File: config.mk
export PLATFORM = sky130hd
export DESIGN_NAME = bwfc_ctrl
export DESIGN_NICKNAME = d
export VERILOG_FILES = /design/src/rtl/bwfc_pkg.sv /design/src/rtl/bwfc_ctrl.sv
export SDC_FILE = /design/constraint.sdc
export NUM_CORES = 1
export LEC_CHECK = 0
export BUFFER_PORTS_ARGS = -buffer_cell sky130_fd_sc_hd__clkbuf_2
export CAP_MARGIN = 10
export CELL_PAD_IN_SITES_DETAIL_PLACEMENT = 1
export CELL_PAD_IN_SITES_GLOBAL_PLACEMENT = 2
export CORE_MARGIN = 4
export CORE_UTILIZATION = 27
export CTS_BUF_LIST = sky130_fd_sc_hd__clkbuf_8
export CTS_CLUSTER_DIAMETER = 200
export DETAILED_ROUTE_END_ITERATION = 6
export HOLD_SLACK_MARGIN = 0.02
export PLACE_DENSITY = 0.87
export REMOVE_ABC_BUFFERS = 1
export SLEW_MARGIN = 20
export SYNTH_ARGS = -nofsm -noshare
export SYNTH_HDL_FRONTEND = slang
export SYNTH_SLANG_ARGS = --single-unit
export TNS_END_PERCENT = 5
File: constraint.sdc
create_clock -name clock -period 2.25 [get_ports clock]
set_clock_uncertainty 0.1 [all_clocks]
set_input_delay 0.225 -clock clock [delete_from_list [all_inputs] [get_ports clock]]
set_output_delay 0.225 -clock clock [all_outputs]
set_load 0.03 [all_outputs]
File: src/rtl/bwfc_pkg.sv
// Shared types, constants and helpers for the binary-weight fully connected layer.
// Used by bwfc_ctrl, bwfc_datapath and binary_weight_fc_forward_top. No dependencies.
package bwfc_pkg;

   localparam int OUT_DIM_DEFAULT = 64;
   localparam int IN_DIM_DEFAULT  = 1024;

   localparam int UNIT_W     = 6;
   localparam int FEAT_W     = 10;
   localparam int VALUE_W    = 16;
   localparam int SUM_W      = 32;
   localparam int AIN_W      = 11;
   localparam int AOUT_W     = 7;
   localparam int CSR_DATA_W = 11;
   localparam int CSR_IDX_W  = 1;

   localparam logic [AIN_W-1:0]  AIN_RESET  = AIN_W'(1024);
   localparam logic [AOUT_W-1:0] AOUT_RESET = AOUT_W'(64);

   // register indexes
   localparam logic [CSR_IDX_W-1:0] CSR_ACTIVE_INPUTS  = 1'b0;
   localparam logic [CSR_IDX_W-1:0] CSR_ACTIVE_OUTPUTS = 1'b1;

   // action codes
   localparam logic ACT_LOAD = 1'b0;
   localparam logic ACT_DATA = 1'b1;

   typedef struct packed {
      logic              accept;     // input word taken this cycle
      logic              emit;       // load output register with one unit
      logic [UNIT_W-1:0] emit_unit;
      logic              emit_last;
      logic              clear_acc;  // zero every accumulator
   } ctrl_cmd_type;

   typedef struct packed {
      logic              last_pending; // final feature of a vector in the accumulate stage
      logic              out_free;     // output register can take a word this cycle
      logic [AOUT_W-1:0] n_out;        // clamped active output count
   } dp_status_type;

   // saturating 32-bit add of a 17-bit signed step
   function automatic logic signed [SUM_W-1:0] sat_add(
      input logic signed [SUM_W-1:0]   acc,
      input logic signed [VALUE_W:0]   delta
   );
      logic signed [SUM_W:0] s;
      s = {acc[SUM_W-1], acc} + {{(SUM_W-VALUE_W){delta[VALUE_W]}}, delta};
      if (s[SUM_W] != s[SUM_W-1]) begin
         sat_add = s[SUM_W] ? {1'b1, {(SUM_W-1){1'b0}}} : {1'b0, {(SUM_W-1){1'b1}}};
      end else begin
         sat_add = s[SUM_W-1:0];
      end
   endfunction

endpackage

File: src/rtl/bwfc_ctrl.sv
// Controller for the binary-weight FC layer: run / drain state machine and unit counter.
// Depends on bwfc_pkg; drives bwfc_datapath through ctrl_cmd_type.
module bwfc_ctrl (
   input  logic                   clock,
   input  logic                   reset,
   input  logic                   req_valid,
   output logic                   req_ready,
   input  bwfc_pkg::dp_status_type status_i,
   output bwfc_pkg::ctrl_cmd_type  cmd_o
);
   import bwfc_pkg::*;

   typedef enum logic {ST_RUN, ST_DRAIN} state_type;

   state_type         state_ff, state_in;
   logic [UNIT_W-1:0] unit_ff, unit_in;
   logic              unit_last;

   assign unit_last = ({1'b0, unit_ff} == (status_i.n_out - AOUT_W'(1)));

   always_comb begin
      state_in        = state_ff;
      unit_in         = unit_ff;
      req_ready       = 1'b0;
      cmd_o           = '0;
      cmd_o.emit_unit = unit_ff;
      cmd_o.emit_last = unit_last;
      case (state_ff)
         ST_RUN: begin
            // hold input while the closing feature is being accumulated
            req_ready    = !status_i.last_pending;
            cmd_o.accept = req_valid && req_ready;
            if (status_i.last_pending) begin
               state_in = ST_DRAIN;
               unit_in  = '0;
            end
         end
         ST_DRAIN: begin
            if (status_i.out_free) begin
               cmd_o.emit = 1'b1;
               if (unit_last) begin
                  cmd_o.clear_acc = 1'b1;
                  state_in        = ST_RUN;
               end else begin
                  unit_in = unit_ff + UNIT_W'(1);
               end
            end
         end
         default: begin
            state_in = ST_RUN;
         end
      endcase
   end

   always_ff @(posedge clock) begin
      if (reset) begin
         state_ff <= ST_RUN;
         unit_ff  <= '0;
      end else begin
         state_ff <= state_in;
         unit_ff  <= unit_in;
      end
   end

endmodule

Yosys cells after proc, flatten, opt, wreduce, memory -nomap -nowiden
Cells that the tools add are included.
{ "word_totals": {"regBits": 7, "input_bits": 12, "out_inout_bits": 11, "elab_cells": 27} }
{ "classes": {"add_sub_neg": 2, "n_eq_ne": 4, "n_mux": 15, "n_bitwise": 1, "n_reduce_logical": 3} }
{ "op_table": {"columns": ["cell", "count"], "rows": [
  ["2-to-1 mux 6 bit", 3],
  ["case mux 6 bit (2 select lines)", 1],
  ["2-to-1 mux 1 bit", 10],
  ["== test 6 x 7 -> 1 bit", 1],
  ["subtractor 7 x 1 -> 7 bit (second input constant)", 1],
  ["adder 6 x 1 -> 6 bit (second input constant)", 1],
  ["!= test 2 bit (second input constant)", 3],
  ["AND reduction 3 bit", 1],
  ["case mux 1 bit (2 select lines)", 1],
  ["logical AND 1 bit", 1],
  ["logical NOT 1 bit", 1],
  ["NOT 1 bit", 1]
]} }

Logic depth before layout (Yosys ltp)
Gate-level depths: netlist of run 1.
{ "depth": {"ltp_word": 5, "ltp_mapped": 10, "ltp_nobuf": 8} }

Worst setup path after synthesis of run 1
No wires, ideal clock.
{ "synth_timing": {"path_type": "reg-to-output", "start": "register unit_ff[5]", "end": "output cmd_o[0] in the netlist's numbering", "arrival_time_ns": 1.961, "required_time_ns": 1.925, "setup_slack_ns": -0.036, "stages_incl_launch_ff": 7, "n_path_buf": 1, "cell_sequence": "dfxtp_1 > or3b_1 > o22ai_1 > a31oi_1 > a221oi_2 > buf_6 > and2_1"} }
{ "synth_lines": {"columns": ["element", "line_no", "source"], "rows": [
  ["from (decl)", "bwfc_ctrl.sv:16", "logic [UNIT_W-1:0] unit_ff, unit_in;"],
  ["from (signal assigned)", "bwfc_ctrl.sv:61", "unit_ff <= unit_in;"],
  ["to (decl)", "bwfc_ctrl.sv:9", "output bwfc_pkg::ctrl_cmd_type cmd_o"]
]} }

==> results.yml, run 1 <==
worst_setup_path:
  ff2ff_setup_slack_ns: 0.26
  slowest_delay_ns: 0.38
  cp-endpoint: "cmd_o[1]"
  worst-path-buf-inv: 2
  slowest_stage: "a221oi_2"
  rr_worst_depth: 8
  reg2reg_to: "unit_ff[3]$_SDFFE_PP0P_"
  worst-setup-path-type: "reg -> out"
  crit_cells: 6
  worstPathRequired_ns: 1.92
  start_kind: "flop"
  arrival_ns: 1.86
  cp-startpoint: "unit_ff[5]$_SDFFE_PP0P_"
  critPathMaxFanout: 5
  end_kind: "output port"
  worstPathCellList: "or3b_1 -> o22ai_1 -> a31oi_1 -> a221oi_2 -> buf_4 -> buf_6"
  r2r-start: "unit_ff[5]$_SDFFE_PP0P_"
  cp_top_family: "compound AO/OA/AOI/OAI gates"
logic_synthesis:
  yosysTopAreaCell: "dfxtp_1"
  synthCells: 76
  synth_cell_types: 35
  synth_area_leaders: "dfxtp_1 (23%), nand2_1 (4.3%), xnor2_1 (4.3%)"
  post_synth.cell_area_avg_um2: 8.001
  async_reset_ff_frac: 0
  synth-seq-cells: 7
  synthesis.area_um2: 608.1
  yosys_warnings: 0
  yosysTopAreaCellShare: 0.2305
  ys.flop_type: "dfxtp_1"
  synth-edff-count: 0
  seq_area_frac_synth: 0.2305
clock_tree:
  cts_tree: "done"
  clk_path_buf_depth: 2
  clkTransAtPathRegs_ns: 0.04
  clock-sinks: 7
  clock_latency_ns: 0.23
  cts-root-buf: "clkbuf_8"
  ctsHoldBuffers: 0
  htree_levels: 1
  cts_buffers: 3
outcome:
  status: "finished, final reports clean"
global_route:
  grt_pass1_wl_um: 2946
  grt-ovfl-total: 0
  antenna_found_initial: 0
  grt_max_degree: 12
  grt_pass1_vias: 698
  grt.total_usage: 0.1159
timing:
  hold_viol: 0
  slew_headroom: 0.7912
  setup_violations: 0
  worst_slack_ns: 0.06090
  clock.fmax_mhz: 456.8
  tightestPinTransition_ns: 0.3093
  rsz0062_at_grt: "yes"
  report.final.slew_viol_count: 0
  period_share: 0.9729
  layout_min_cycle_time_ns: 2.189
pwr:
  swShare: 0.2725
  switchingPower_mw: 0.1045
  finalPower_mw: 0.3833
  seq_power_share: 0.340
  vdd_ir_drop_max_v: 0.0005178
  combPwrFrac: 0.213
  power_density_nw_per_um2: 440.8
  intPower_mw: 0.2788
  pwr-share-clk: 0.447
  p_leak_nw: 0.3908
floorplan:
  start_util: 0.2978
  die_height_um: 55.46
  die_area_um2: 3075
  ios: 23
  die_w_um: 55.46
  rows: 16
  core_um2: 2042
place:
  gp_congestion: 0.7987
  port_buffers: 22
  postPlaceCellArea_um2: 767.0
  pre_cts_ws_ns: 0.01070
  hpwlAfterDp_um: 1384
route:
  post_drt_wl_per_cell_um: 12.76
  routed_via_density: 5.096
  dr.pass1.iters: 3
  drtIter0Drc: 8
  vias: 693
  postRouteAntennaNets: 0
  drc: 0
  wl_um: 1735
job:
  max_cap_violations: 0
finish:
  final_common_cell: "clkbuf_2"
  fin_nets: 124
  area_delta_synth_final_pct: 43.00
  finalCoreUtilization: 0.4259
  drive_gt1_frac: 0.4037
  final_cell_mix: "clkbuf_2 (20), buf_4 (9), nand2_1 (7)"
  n_antenna_cell: 0
  fin_area_um2: 869.6
worst_hold_path:
  hold_class: "in -> reg"
[worst min-delay path by stage]
| stage | start | endpoint | slack [ns] | depth (start not counted) |
|---|---|---|---|---|
| 3_3_place_gp | reset | state_ff$_SDFF_PP0_ | 0.36 | 2 |
| 5_1_grt | reset | state_ff$_SDFF_PP0_ | 0.15 | 2 |
| 4_1_cts | reset | state_ff$_SDFF_PP0_ | 0.13 | 2 |
| 2_1_floorplan | reset | state_ff$_SDFF_PP0_ | 0.20 | 1 |
| 6_report | reset | state_ff$_SDFF_PP0_ | 0.13 | 2 |
| 3_5_place_dp | reset | state_ff$_SDFF_PP0_ | 0.37 | 2 |
[cell usage after synthesis, types with 2 or more instances]
cell	number
a21oi_1	3
a31oi_1	3
and2_1	2
buf_6	2
dfxtp_1	7
ha_1	2
inv_1	5
nand2_1	7
nand2b_1	2
nand3_1	3
nand3b_1	2
nor2_1	4
nor3_1	3
o211ai_1	2
o21ai_1	3
or3_1	2
or4_1	2
xnor2_1	3
xor2_1	3
[cells by family (layout without fill, tap and decap cells)]
group,count (synthesis),after routing,share of synthesized area
and+or+nand+nor,32,32,0.3066
AOI/OAI and AO/OA,20,20,0.2387
buffers and inverters,8,41,0.08025
DFF,7,7,0.2304
xor gates and xnor gates,6,6,0.08644
adders and majority gates,2,2,0.04115
muxes,1,1,0.01646
[layout make-up]
type,instances,area (µm²)
well taps,27,33.78
clock buffers,3,41.29
flip-flops and latches,7,142.6
clock inverters,1,3.754
fillers,258,1172
repair buffers,32,201.4
inverters,5,18.77
multi-input cells,61,427.9
[stage by stage]
stage | instances | hold WS, ns | TNS [ns]
4_1_cts | 132 | 0.1256 | 0
6_report | 136 | 0.1304 | 0
3_3_place_gp | 128 | 0.3601 | 0
2_1_floorplan | 73 | 0.2043 | -2.562
5_1_grt | 136 | 0.1535 | -0.05295
3_5_place_dp | 128 | 0.3667 | 0
[power groups by stage]
| stage | Sequential, mW | Combinational, mW | Clock (mW) |
|---|---|---|---|
| floorplan | 0.134 | 0.0427 | 0 |
| global placement | 0.132 | 0.0777 | 0 |
| detailed placement | 0.132 | 0.0794 | 0 |
| CTS | 0.130 | 0.0802 | 0.177 |
| global route | 0.131 | 0.0916 | 0.184 |
| finish | 0.130 | 0.0818 | 0.171 |
[what timing repair did]
item,in CTS,in global routing
gates resized for setup,2,9
setup endpoints to repair,2,2
buffers inserted,0,3
pin swaps,1,4
gates cloned,0,1
[routing by layer]
layer | track usage | share of wire | vias up
met4 | 0.06250 | 0.017 | 0
met5 | 0 | 0 | -
met2 | 0.1909 | 0.47 | 21
li1 | - | - | 344
met1 | 0.1369 | 0.45 | 324
met3 | 0.02797 | 0.061 | 4
[state kept, by name, indices dropped and copies added (netlist names)]
name      count
unit_ff       6
state_ff      1
Power figures use the tool's default switching activity.
==> run 2, diff against run 1 <==
--- a/config.mk
+++ b/config.mk
@@ -5,14 +5,16 @@
 export SDC_FILE = /design/constraint.sdc
 export NUM_CORES = 1
 export LEC_CHECK = 0
+export ABC_AREA = 1
 export BUFFER_PORTS_ARGS = -buffer_cell sky130_fd_sc_hd__clkbuf_2
 export CAP_MARGIN = 10
 export CELL_PAD_IN_SITES_DETAIL_PLACEMENT = 1
 export CELL_PAD_IN_SITES_GLOBAL_PLACEMENT = 2
 export CORE_MARGIN = 4
-export CORE_UTILIZATION = 27
+export CORE_UTILIZATION = 25
 export CTS_BUF_LIST = sky130_fd_sc_hd__clkbuf_8
 export CTS_CLUSTER_DIAMETER = 200
+export CTS_CLUSTER_SIZE = 20
 export DETAILED_ROUTE_END_ITERATION = 6
 export HOLD_SLACK_MARGIN = 0.02
 export PLACE_DENSITY = 0.87
==> results.yml, run 2 <==
finish:
  final_cell_mix: "nand2_1 (40), clkbuf_2 (22), inv_1 (18)"
  fin_nets: 160
  drive_gt1_frac: 0.2690
  largest_register_ffs: 6
  n_antenna_cell: 0
  area_delta_synth_final_pct: 26.57
  fin_area_um2: 882.1
  final_common_cell: "nand2_1"
  regMostFlops: "unit_ff"
  top_regs: "unit_ff: 6 flops, state_ff: 1 flops"
pwr:
  pwr-share-clk: 0.431
  intPower_mw: 0.2773
  switchingPower_mw: 0.1230
  swShare: 0.3073
  combPwrFrac: 0.241
  p_leak_nw: 0.4784
  seq_power_share: 0.328
  vdd_ir_drop_max_v: 0.0002789
  power_density_nw_per_um2: 453.9
floorplan:
  die_area_um2: 3697
  die_w_um: 60.80
  ios: 23
  rows: 18
  start_util: 0.2714
  core_um2: 2567
  die_height_um: 60.80
route:
  postRouteAntennaNets: 0
  wl_um: 2091
  routed_via_density: 4.657
  post_drt_wl_per_cell_um: 11.95
  dr.pass1.iters: 4
  drtIter0Drc: 13
  drc: 0
  vias: 815
logic_synthesis:
  yosysTopAreaCell: "nand2_1"
  synth_area_leaders: "nand2_1 (22%), dfxtp_1 (20%), inv_1 (9.2%)"
  ys.flop_type: "dfxtp_1"
  seq_area_frac_synth: 0.2011
  yosys_warnings: 0
  synth-seq-cells: 7
  synthesis.area_um2: 696.9
  synthCells: 120
  async_reset_ff_frac: 0
  synth_most_common_cell: "nand2_1"
  ys_top_cells_by_count: "nand2_1 (40), inv_1 (17), nor2_1 (13)"
  yosysTopAreaCellShare: 0.2154
  post_synth.cell_area_avg_um2: 5.808
  synth-edff-count: 0
  synth_cell_types: 22
place:
  port_buffers: 22
  postPlaceCellArea_um2: 837.1
  gp_congestion: 0.8282
  hpwlAfterDp_um: 1766
global_route:
  grt_pass1_vias: 849
  grt_max_degree: 8
  grt-ovfl-total: 0
  antenna_found_initial: 0
  grt_pass1_wl_um: 3663
  grt.total_usage: 0.1312
timing:
  clock.fmax_mhz: 508.5
  rsz0062_at_grt: "no"
  hold_viol: 0
  period_share: 0.8740
  setup_violations: 0
  tightestPinTransition_ns: 0.2685
  slew_headroom: 0.8206
  fin_tns_setup_ns: 0
  layout_min_cycle_time_ns: 1.966
  report.final.slew_viol_count: 0
clock_tree:
  cts_tree: "done"
  clk_path_buf_depth: 2
  cts-root-buf: "clkbuf_8"
  ctsHoldBuffers: 0
  post_cts_buffers: 0
  clock_latency_ns: 0.23
  cts_buffers: 3
  clkTransAtPathRegs_ns: 0.04
  post_cts_resized: 0
  clock-sinks: 7
  htree_levels: 1
worst_setup_path:
  start_kind: "flop"
  arrival_ns: 1.64
  critPathMaxFanout: 6
  worstPathRequired_ns: 1.92
  end_kind: "output port"
  worst-setup-path-type: "reg -> out"
worst_hold_path:
  hold_class: "in -> reg"
outcome:
  status: "finished, final reports clean"
job:
  max_cap_violations: 0
## run 2: cell types whose count changed in the layout (fill, tap and decap cells not counted), moves of 3 or more
cell     change
nor2_1       +9
buf_4        -9
nand3_1      +9
inv_1       +12
inv_2        +5
a31oi_1      -3
nand2_1     +33
o21ai_1      -3
## run 2: stage by stage
step	utilization	worst slack (ns)	hold WS, ns	total power [mW]	instances
floorplan	-	0.3789	0.1941	0.1972	119
finish	0.3436	0.2836	0.1608	0.4004	175
global route	0.3436	0.1591	0.1709	0.4324	175
global placement	0.3260	0.4044	0.3859	0.2275	171
detailed placement	0.3260	0.3354	0.4001	0.2307	171
CTS	0.3436	0.2726	0.1609	0.4071	175
## run 2: cells by family (layout without fill, tap and decap cells)
group	Yosys count	after routing	synth area share
flip-flops	7	7	0.2011
AND/OR/NAND/NOR	76	76	0.5188
AO/OA/AOI/OAI	7	7	0.05925
adder cells (fa/ha/maj)	2	2	0.03590
buffers and inverters	24	49	0.1346
XOR/XNOR	4	4	0.05028
## run 2: final timing paths
check | start | to | slack, ns | cells past startpoint
setup / recovery | unit_ff[3]$_SDFFE_PP0P_ | cmd_o[0] | 0.28 | 9
hold / removal | reset | unit_ff[5]$_SDFFE_PP0P_ | 0.16 | 2
setup reg to reg | unit_ff[3]$_SDFFE_PP0P_ | unit_ff[2]$_SDFFE_PP0P_ | 0.64 | 11
hold reg to reg | unit_ff[5]$_SDFFE_PP0P_ | unit_ff[5]$_SDFFE_PP0P_ | 0.41 | 2
## run 2: final cells by class
type	count	area (µm²)
clock buffer	3	41.29
clock inverter	1	3.754
fill	377	1685
inverter	23	86.33
multi-input combinational	89	462.9
sequential	7	140.1
tap	30	37.54
timing repair buffer	22	110.1
## run 2: power by group through the flow
stage          combinational, mW  clock [mW]  sequential (mW)
6_report                  0.0965       0.173            0.131
2_1_floorplan             0.0616           0            0.136
4_1_cts                   0.0983       0.178            0.131
3_5_place_dp              0.0974           0            0.133
5_1_grt                    0.110       0.191            0.131
3_3_place_gp              0.0941           0            0.133
## run 2: worst max-delay path, stage by stage (launching register included)
cell,delay (ns)
dfxtp_1,0.46
nand2_1,0.11
nand2_1,0.08
nand2_1,0.06
nand2_1,0.09
nand2_1,0.06
nor2_2,0.14
nand2_4,0.10
nor2_1,0.10
clkbuf_2,0.21
## run 2: routing by layer
metal  vias to the layer above  track usage  wire length [µm]
met4                         0      0.07121                65
met2                        22       0.2305              1015
met3                         7      0.01915               112
met5                         -            0                 0
li1                        415            -                 -
met1                       371       0.1515               897
==> run 3, diff against run 2 <==
--- a/config.mk
+++ b/config.mk
@@ -5,13 +5,12 @@
 export SDC_FILE = /design/constraint.sdc
 export NUM_CORES = 1
 export LEC_CHECK = 0
-export ABC_AREA = 1
-export BUFFER_PORTS_ARGS = -buffer_cell sky130_fd_sc_hd__clkbuf_2
+export BUFFER_PORTS_ARGS = -buffer_cell sky130_fd_sc_hd__buf_2
 export CAP_MARGIN = 10
 export CELL_PAD_IN_SITES_DETAIL_PLACEMENT = 1
 export CELL_PAD_IN_SITES_GLOBAL_PLACEMENT = 2
 export CORE_MARGIN = 4
-export CORE_UTILIZATION = 25
+export CORE_UTILIZATION = 27
 export CTS_BUF_LIST = sky130_fd_sc_hd__clkbuf_8
 export CTS_CLUSTER_DIAMETER = 200
 export CTS_CLUSTER_SIZE = 20
==> results.yml, run 3 (synthesis gave the netlist of run 1 again) <==
timing:
  setup_violations: 0
  holdWs_ns: 0.1304
  layout_min_cycle_time_ns: 2.162
  report.final.slew_viol_count: 0
  tightestPinTransition_ns: 0.3540
  slew_headroom: 0.7615
  period_share: 0.9607
  clock.fmax_mhz: 462.6
  hold_viol: 0
route:
  post_drt_wl_per_cell_um: 13.47
  drtIter0Drc: 10
  dr.pass1.iters: 3
  drc: 0
  routed_via_density: 5.237
  vias: 686
  wl_um: 1764
  postRouteAntennaNets: 0
place:
  postPlaceCellArea_um2: 759.5
  hpwlAfterDp_um: 1443
  gp_congestion: 0.7610
  placed_cells: 127
  port_buffers: 22
global_route:
  grt_max_degree: 11
  grt_pass1_wl_um: 3077
  grt-ovfl-total: 0
  antenna_found_initial: 0
  grt.total_usage: 0.1216
  grt_pass1_vias: 721
finish:
  top_regs: "unit_ff: 6 flops, state_ff: 1 flops"
  final_common_cell: "buf_2"
  final_cell_mix: "buf_2 (21), nand2_1 (7), inv_1 (6), dfxtp_1 (6), buf_4 (5)"
  fillerInstances: 265
  fin_cells: 131
  fin_area_um2: 849.6
  largest_register_ffs: 6
  area_delta_synth_final_pct: 39.71
  drive_gt1_frac: 0.3558
  n_antenna_cell: 0
  regMostFlops: "unit_ff"
  fin_nets: 119
floorplan:
  die_w_um: 55.46
  ios: 23
  die_area_um2: 3075
  start_util: 0.2978
  rows: 16
  die_height_um: 55.46
  core_um2: 2042
worst_setup_path:
  arrival_ns: 1.84
  reg2reg_to: "unit_ff[3]$_SDFFE_PP0P_"
  critPathMaxFanout: 3
  end_kind: "output port"
  worst-setup-path-type: "reg -> out"
  worstPathRequired_ns: 1.92
  ff2ff_setup_slack_ns: 0.27
  rr_worst_depth: 8
  r2r-start: "unit_ff[5]$_SDFFE_PP0P_"
  start_kind: "flop"
pwr:
  vdd_ir_drop_max_v: 0.0003131
  power_density_nw_per_um2: 458.2
  finalPower_mw: 0.3893
  p_leak_nw: 0.3762
job:
  max_cap_violations: 0
clock_tree:
  clk_path_buf_depth: 2
  clock_latency_ns: 0.23
  htree_levels: 1
  cts_tree: "done"
  cts-root-buf: "clkbuf_8"
  clock-sinks: 7
  cts_buffers: 3
  ctsHoldBuffers: 0
  clkTransAtPathRegs_ns: 0.04
  post_cts_buffers: 0
worst_hold_path:
  hold_class: "in -> reg"
  hold_depth: 2
  hp-start: "reset"
  min_to: "state_ff$_SDFF_PP0_"
outcome:
  status: "finished, final reports clean"
[run 3: cell types whose count changed in the layout (fill, tap and decap cells not counted), sizes merged, moves of 10 or more]
cell,before,now
inv,23,6
clkbuf,25,3
nand3,13,3
nor2,16,5
buf,0,27
nand2,44,7
[run 3: how the worst max path moves through the flow]
stage / from / endpoint / slack, ns / cells after the start
floorplan: unit_ff[5]$_SDFFE_PP0P_ / cmd_o[0] / -0.52 / 5
global placement: status_i[0] / cmd_o[0] / 0.04 / 9
global route: unit_ff[3]$_SDFFE_PP0P_ / cmd_o[0] / -0.008 / 6
detailed placement: status_i[0] / cmd_o[0] / 0.004 / 9
CTS: status_i[0] / cmd_o[0] / 0.01 / 9
finish: unit_ff[5]$_SDFFE_PP0P_ / cmd_o[0] / 0.09 / 6
[run 3: final cells by class]
cell class                 count  area (µm²)  area share
multi-input combinational     61       456.7      0.5376
sequential                     7       141.4      0.1664
tap                           27       33.78     0.03976
clock buffer                   3       41.29     0.04860
clock inverter                 1       3.754    0.004418
inverter                       5       18.77     0.02209
timing repair buffer          27       153.9      0.1811
[run 3: worst max-delay path, cell delays in order (launching register included)]
cell and delay [ns]:
dfxtp_1 0.31, or3b_1 0.34, o22ai_1 0.12, a31oi_1 0.15, a221oi_4 0.36, and2_4 0.20, buf_6 0.12
[run 3: power by group]
group	internal (mW)	total (mW)	switching (mW)
Clock	0.118	0.171	0.0536
Sequential	0.128	0.131	0.00303
Combinational	0.0350	0.0873	0.0523
[run 3: through the flow]
| stage | util | TNS, ns | setup slack, ns |
|---|---|---|---|
| finish | 0.4161 | 0 | 0.08840 |
| global route | 0.4161 | -0.008169 | -0.008169 |
| CTS | 0.3940 | 0 | 0.01475 |
| detailed placement | 0.3719 | 0 | 0.004118 |
| global placement | 0.3719 | 0 | 0.04091 |
| floorplan | - | -2.562 | -0.5199 |
[run 3: per-layer routing]
layer,routed length [µm],global-route usage,part of all wire
met1,746,0.1369,0.42
met2,911,0.2128,0.52
met3,95,0.02564,0.054
met4,10,0.06250,0.0057
met5,0,0,0
[run 3: timing repair]
item                       4_1_cts  5_1_grt
setup endpoints to repair        1        1
resized for setup                0        8
pin swaps                        1        3
